$ cat src/lfowt_pkg.sv
`default_nettype none

package lfowt_pkg;

  // Wavetable geometry
  localparam int TableSize = 256;
  localparam int IdxW      = $clog2(TableSize);
  localparam int LevelW    = 16;

  // Counter and divider widths
  localparam int ElapsedW  = 25;
  localparam int CycleW    = 24;
  localparam int PosW      = 48;
  localparam int IncW      = ElapsedW + 1;
  localparam int DivSteps  = PosW + IdxW;
  localparam int CntW      = $clog2(DivSteps + 1);

  // Register reset values
  localparam logic [CycleW-1:0] CycleReset    = CycleW'(96000);
  localparam logic [15:0]       ToneStepReset = 16'd273;

  // Sine polynomial coefficients, Q15
  localparam logic [15:0] HalfQ15 = 16'd32768;
  localparam logic [15:0] SineA   = 16'd25395;
  localparam logic [12:0] SineB   = 13'd7373;
  localparam logic [14:0] SineMax = 15'd32767;

  typedef enum logic [1:0] {
    MODE_FREE    = 2'd0,
    MODE_SYNC    = 2'd1,
    MODE_ONESHOT = 2'd2,
    MODE_LATCH   = 2'd3
  } lfo_mode_e;

  // Mode in which the last note came; a code above the modes means no note yet
  localparam logic [2:0] NoteNone = 3'd4;

  typedef enum logic [1:0] {
    CFG_LFO_MODE      = 2'd0,
    CFG_CYCLE_SAMPLES = 2'd1,
    CFG_TONE_STEP     = 2'd2
  } cfg_idx_e;

  typedef enum logic {
    CMD_TICK  = 1'b0,
    CMD_WRITE = 1'b1
  } cmd_e;

  typedef enum logic [1:0] {
    ST_IDLE,
    ST_DIV,
    ST_READ,
    ST_OUT
  } state_e;

  typedef struct packed {
    logic                    command;
    logic                    note_on;
    logic                    note_off;
    logic                    block_start;
    logic signed [PosW-1:0]  host_position;
    logic [7:0]              entry_index;
    logic [LevelW-1:0]       entry_value;
  } in_item_t;

  typedef struct packed {
    logic [7:0]        lfo_index;
    logic [LevelW-1:0] lfo_level;
    logic signed [15:0] audio_out;
  } out_item_t;

  typedef struct packed {
    logic            start;
    logic [CntW-1:0] steps;
  } div_ctl_t;

  typedef struct packed {
    logic busy;
    logic done;
  } div_sts_t;

endpackage

`default_nettype wire

$ cat src/lfowt_div.sv
`default_nettype none

// Restoring long division, one bit per cycle. The dividend is left-aligned;
// once its bits are used up zeros shift in, so the last IdxW steps yield the
// quotient of remainder * TableSize / divisor.
module lfowt_div (
  input  wire                          clk_i,
  input  wire                          rst_ni,
  input  wire lfowt_pkg::div_ctl_t     ctl_i,
  input  wire [lfowt_pkg::PosW-1:0]    dividend_i,
  input  wire [lfowt_pkg::CycleW-1:0]  cyc_i,
  output lfowt_pkg::div_sts_t          sts_o,
  output logic [lfowt_pkg::CycleW-1:0] rem_o,
  output logic [lfowt_pkg::IdxW-1:0]   quo_o
);
  import lfowt_pkg::*;

  logic              busy_q, busy_d;
  logic              done_q, done_d;
  logic [CntW-1:0]   cnt_q, cnt_d;
  logic [PosW-1:0]   dvd_q;
  logic [CycleW-1:0] rem_q;
  logic [CycleW-1:0] mod_q;
  logic [IdxW-1:0]   quo_q;

  logic [CycleW:0]   trial;
  logic [CycleW:0]   diff;
  logic              ge;
  logic [CycleW-1:0] rem_nx;

  always_comb begin
    trial  = {rem_q, dvd_q[PosW-1]};
    diff   = trial - {1'b0, cyc_i};
    ge     = (trial >= {1'b0, cyc_i});
    rem_nx = ge ? diff[CycleW-1:0] : trial[CycleW-1:0];
  end

  always_comb begin
    busy_d = busy_q;
    cnt_d  = cnt_q;
    done_d = 1'b0;
    if (ctl_i.start) begin
      busy_d = 1'b1;
      cnt_d  = ctl_i.steps;
    end else if (busy_q) begin
      cnt_d = cnt_q - CntW'(1);
      if (cnt_q == CntW'(1)) begin
        busy_d = 1'b0;
        done_d = 1'b1;
      end
    end
  end

  always_ff @(posedge clk_i or negedge rst_ni) begin
    if (!rst_ni) begin
      busy_q <= 1'b0;
      done_q <= 1'b0;
      cnt_q  <= '0;
    end else begin
      busy_q <= busy_d;
      done_q <= done_d;
      cnt_q  <= cnt_d;
    end
  end

  always_ff @(posedge clk_i) begin
    if (ctl_i.start) begin
      dvd_q <= dividend_i;
      rem_q <= '0;
    end else if (busy_q) begin
      dvd_q <= {dvd_q[PosW-2:0], 1'b0};
      rem_q <= rem_nx;
      quo_q <= {quo_q[IdxW-2:0], ge};
      // last dividend bit: keep the true remainder
      if (cnt_q == CntW'(IdxW + 1)) begin
        mod_q <= rem_nx;
      end
    end
  end

  assign sts_o.busy = busy_q;
  assign sts_o.done = done_q;
  assign rem_o      = mod_q;
  assign quo_o      = quo_q;

`ifndef SYNTH
  a_rem_below_divisor: assert property (@(posedge clk_i) disable iff (!rst_ni)
    busy_q && !$past(ctl_i.start) |-> rem_q < cyc_i)
    else $error("partial remainder reached divisor");
  a_done_after_busy: assert property (@(posedge clk_i) disable iff (!rst_ni)
    done_q |-> $past(busy_q) && !busy_q)
    else $error("done without a finished division");
  a_no_restart_busy: assert property (@(posedge clk_i) disable iff (!rst_ni)
    ctl_i.start |-> !busy_q)
    else $error("division started while busy");
`endif

endmodule

`default_nettype wire

$ cat config.mk
export PLATFORM = sky130hd
export DESIGN_NAME = lfowt_div
export DESIGN_NICKNAME = d
export VERILOG_FILES = /design/src/lfowt_pkg.sv /design/src/lfowt_div.sv
export SDC_FILE = /design/constraint.sdc
export NUM_CORES = 1
export LEC_CHECK = 0
export ABC_AREA = 1
export BUFFER_PORTS_ARGS = -buffer_cell sky130_fd_sc_hd__buf_4
export CORE_MARGIN = 1
export CORE_UTILIZATION = 55
export DETAILED_ROUTE_END_ITERATION = 8
export PLACE_DENSITY = 0.78
export SLEW_MARGIN = 25
export SYNTH_ARGS = -nofsm -noshare
export SYNTH_HDL_FRONTEND = slang
export SYNTH_SLANG_ARGS = --single-unit
$ cat constraint.sdc
create_clock -name clk_i -period 9.3 [get_ports clk_i]
set_clock_uncertainty 0.05 [all_clocks]
set_input_delay 1.86 -clock clk_i [delete_from_list [all_inputs] [get_ports clk_i]]
set_output_delay 1.86 -clock clk_i [all_outputs]
set_load 0.02 [all_outputs]
==> results list <==
- Max frequency: between 0.2 and 0.25 GHz
- The initial utilization of the core area, before any placement, comes to between 50% and 60%.
* Die ar.: 12,550 um2
- Fin crit period: between 4000 and 5000 ps
- Gates resized during post-CTS repair numbered 0.
- The first global-routing pass estimated between 20,000 and 30,000 um of wire.
* Crit-path max FO: 25
- Pin count of the biggest net entering global routing: 58
* Deepest clock path buffer count: 2
* Launching point of the worst reg2reg path: rem_q[6]$_SDFFE_PP0P_
- The number of clock buffers added by TritonCTS is 9.
- The final max-slew violation count came to 0.
* Share of the synthesized area in the top cell type: a little over a third
- Of the synthesized area, sequential elements account for 46.32%.
- Unrepaired setup endpoints after global routing: false
* Minimum setup slack after placement: between 4000 and 5000 ps
- Capture point of the worst reg-to-reg path: rem_o[21]$_DFFE_PP_
- Antenna violations before repair: 0
- Measured along the y axis, the die boundary spans ~110 um.
* Kind of start point of the critical path: input port
- Number of nets still failing antenna checks after routing: 0
* Layout Utilization: roughly two thirds
- Max-cap violations in this run came to 0.
- Measured in cells, the most critical reg-to-reg path has a length of 9.
- Number of hold-slack violations in the final timing report: 0
- Source-to-sink clock delay at the later pin of the worst-skew pair: ~360 ps
* Vias in the first global route: approximately 5,300
- STA puts the critical path data required time at approximately 9400 ps.
- Netlist area before placement: approximately 6700 um2
- Global routing used between 30% and 40% of the available met1 tracks.
- Final layout net count: 1,101
* Clock root cell: sky130_fd_sc_hd__clkbuf_16
* IR drop worst, VDD: between 0.0001 and 0.00015 V
* Core area: between 10,000 and 15,000 um2
- Crit path kind: in -> reg
- During I/O placement, the number of pins put on the boundary was ~120.
* CP Cell Sequence: buf_4 > inv_1 > ha_1 > nand2_1 > nor2_2 > nand3_1 > nand3b_1 > nand3_2 > nand3_2 > nand2_1 > and2_1
* Final WL: 15,040 um
- Via total after detailed routing: 5,618
- Placer's final routability congestion estimate: about 1
- Global routing consumed, over all layers together, around a quarter of the routing resources.
- The kind of cell with the highest combined delay along the critical path is simple AND/OR/NAND/NOR gates.
- The synthesized design spends more area on one cell type than any other, namely sky130_fd_sc_hd__edfxtp_1.
- For this run, the number of Yosys warnings is 0.
* Crit path buffers/inverters: 2
- For this run, design rule violations remaining after detail routing come to 7.
- After clock tree synthesis, the clock-pin slew on the worst setup and hold paths is ~80 ps.
* Result of the run: finished, violations left
- The total overflow left after global routing is 0.
* Clock sinks: approximately 110
* Async set-or-reset flop fraction in the synthesized netlist: just over 7%
- The worst hold path belongs to the class reg -> reg.
- Drt pass-1 iters: 7
- Hold_sp: quo_o[3]$_DFFE_PP_
- Diodes inserted: 0
- Relative max-transition margin: between 40% and 50%
- Count of different cell masters after synthesis: 34
- Hold repair after CTS inserted 0 buffers.
* Worst setup margin: around 4900 ps
- For met2 alone, demand over resource in global routing was between 40% and 50%.
* Number of nets produced by synthesis: about 1,000
- After synthesis the netlist holds a flip-flop and latch count of around 110.
- Met3 Usage GRT: 4.212%
- The worst setup path is captured at a register.
- Critical Path Slowest Stage Cell: sky130_fd_sc_hd__nand3_2
* Hold_ws: 407.4 ps
- Dividing the detail-routed via count by the number of cells gives between 4 and 5.
- Dominant cells by area after synthesis: sky130_fd_sc_hd__edfxtp_1, sky130_fd_sc_hd__nand2_1, sky130_fd_sc_hd__inv_1
* HPWL Detailed: between 10,000 and 15,000 um
- In this run the power density over the cells is 231.0 nW/um2.
- GRT Max-Usage Layer: met2
- Reg2Reg Setup Slack: 6190 ps
- Input and output buffers added on the ports amount to about 110.
- Synthesized instance count: a little under 900
* Clock tree from TritonCTS: done
* Std-Cell Rows: 39
- Count of flip-flops with a built-in enable after synthesis: 80
* Growth of design area from synthesis to finish: 19.00%
- Leakage power: ~4.2 nW
- In the final layout, the share of cells above drive strength 1 is approximately 15%.
- The path with the worst hold slack has its endpoint at quo_o[4]$_DFFE_PP_.
* H-tree levels: 3
- The most used flip-flop cell after synthesis is sky130_fd_sc_hd__edfxtp_1.
- Delay of the slowest cell on the worst path: between 600 and 700 ps
- The checks that failed: design-rule violations.
- Setup violations remaining at the end of the flow were counted as 0.
- Horizontal die dimension: about 110 um
* Number of DRC markers in iteration 0: roughly 480
- Transition time of the tightest slew-check pin: 814.8 ps
- Post-CTS timing repair inserted 0 buffers for setup.
- The final critical path takes up 47.22% of the cycle.
- Number of cells on the worst hold path: 0
- Total Neg Setup Slack: 0 ps
- WP data arrival: around 4500 ps
- Synthesized area per cell: approximately 7.5 um2
- After detailed routing, the average wire length per cell comes to ~13 um.
sequential cells by signal, summed over array words and instances, names as in the netlist:
| name | flops |
|---|---|
| quo_o | 8 |
| dvd_q | 48 |
| done_q | 1 |
| busy_q | 1 |
| rem_o | 24 |
| rem_q | 24 |
| cnt_q | 6 |
cells in the final DEF, fill, tap and decap left out, types with 3 or more instances in the layout:
cell,n
sky130_fd_sc_hd__nand2_1,401
sky130_fd_sc_hd__nand3_1,46
sky130_fd_sc_hd__xor2_1,5
sky130_fd_sc_hd__nand3b_1,4
sky130_fd_sc_hd__dfxtp_1,24
sky130_fd_sc_hd__clkbuf_16,9
sky130_fd_sc_hd__inv_1,141
sky130_fd_sc_hd__nor2_1,33
sky130_fd_sc_hd__a21oi_1,10
sky130_fd_sc_hd__nor3_2,3
sky130_fd_sc_hd__ha_1,26
sky130_fd_sc_hd__nor2_2,4
sky130_fd_sc_hd__buf_4,118
sky130_fd_sc_hd__nand4_1,29
sky130_fd_sc_hd__dfrtp_1,8
sky130_fd_sc_hd__xnor2_1,8
sky130_fd_sc_hd__and2_1,21
sky130_fd_sc_hd__o211ai_1,4
sky130_fd_sc_hd__edfxtp_1,80
cell families (layout without fill, tap and decap cells):
group / after synthesis / in the layout / synth area share (%)
simple gates: 550 / 550 / 34.89
fa+ha+maj: 27 / 27 / 5.188
compound gates: 20 / 20 / 1.974
xor+xnor: 13 / 13 / 1.711
buf+inv: 168 / 276 / 9.925
flops: 112 / 112 / 46.32
stage by stage:
stage | power, mW | instances | cell area (um2)
2_1_floorplan | 1.237 | 890 | 6656
3_3_place_gp | 1.401 | 1125 | 7601
3_5_place_dp | 1.410 | 1125 | 7601
4_1_cts | 1.835 | 1141 | 7920
5_1_grt | 1.971 | 1141 | 7921
6_report | 1.830 | 1141 | 7921
Yosys cell counts, types with 8 or more instances:
cell type                  instances
sky130_fd_sc_hd__edfxtp_1         80
sky130_fd_sc_hd__a21oi_1          10
sky130_fd_sc_hd__nand4_1          29
sky130_fd_sc_hd__ha_1             26
sky130_fd_sc_hd__xnor2_1           8
sky130_fd_sc_hd__inv_1           142
sky130_fd_sc_hd__dfrtp_1           8
sky130_fd_sc_hd__dfxtp_1          24
sky130_fd_sc_hd__and2_1           21
sky130_fd_sc_hd__nor2_1           34
sky130_fd_sc_hd__nand3_1          46
sky130_fd_sc_hd__nand2_1         401
sky130_fd_sc_hd__clkbuf_1         13
final cells by class:
class                           count  area [um2]
Inverter                          142       534.3
Timing Repair Buffer              118       885.9
Fill cell                        1013        3692
Clock buffer                       10       229.0
Tap cell                          143       178.9
Multi-Input combinational cell    610        2920
Sequential cell                   112        3083
Clock inverter                      6       90.09
metal layers:
layer / share of wire [%] / vias up
li1: - / 2981
met2: 45 / 144
met4: 2.5 / 0
met1: 48 / 2470
met3: 4.6 / 23
met5: 0 / -
worst reg2reg max path, delay by kind of cell (launching register included):
family	cells	cell delay (ps)
AND/OR/NAND/NOR	8	2120
flip-flops	1	340
adder cells (fa/ha/maj)	1	360
power breakdown:
part / switching [mW] / internal, mW / leakage (nW)
Sequential: 0.0482 / 0.640 / 1.12
Clock: 0.183 / 0.238 / 0.153
Combinational: 0.448 / 0.273 / 2.92
Total: 0.679 / 1.15 / 4.19
worst max-delay path by stage:
stage,start,end,cells after the start
after floorplan,ctl_i[6],rem_o[0]$_DFFE_PP_,4
after global placement,cyc_i[18],rem_o[21]$_DFFE_PP_,10
after detailed placement,cyc_i[7],rem_o[21]$_DFFE_PP_,11
after CTS,cyc_i[7],rem_o[21]$_DFFE_PP_,11
after global routing,cyc_i[16],rem_o[3]$_DFFE_PP_,13
final,cyc_i[7],rem_o[21]$_DFFE_PP_,11
Power figures use the tool's default switching activity.
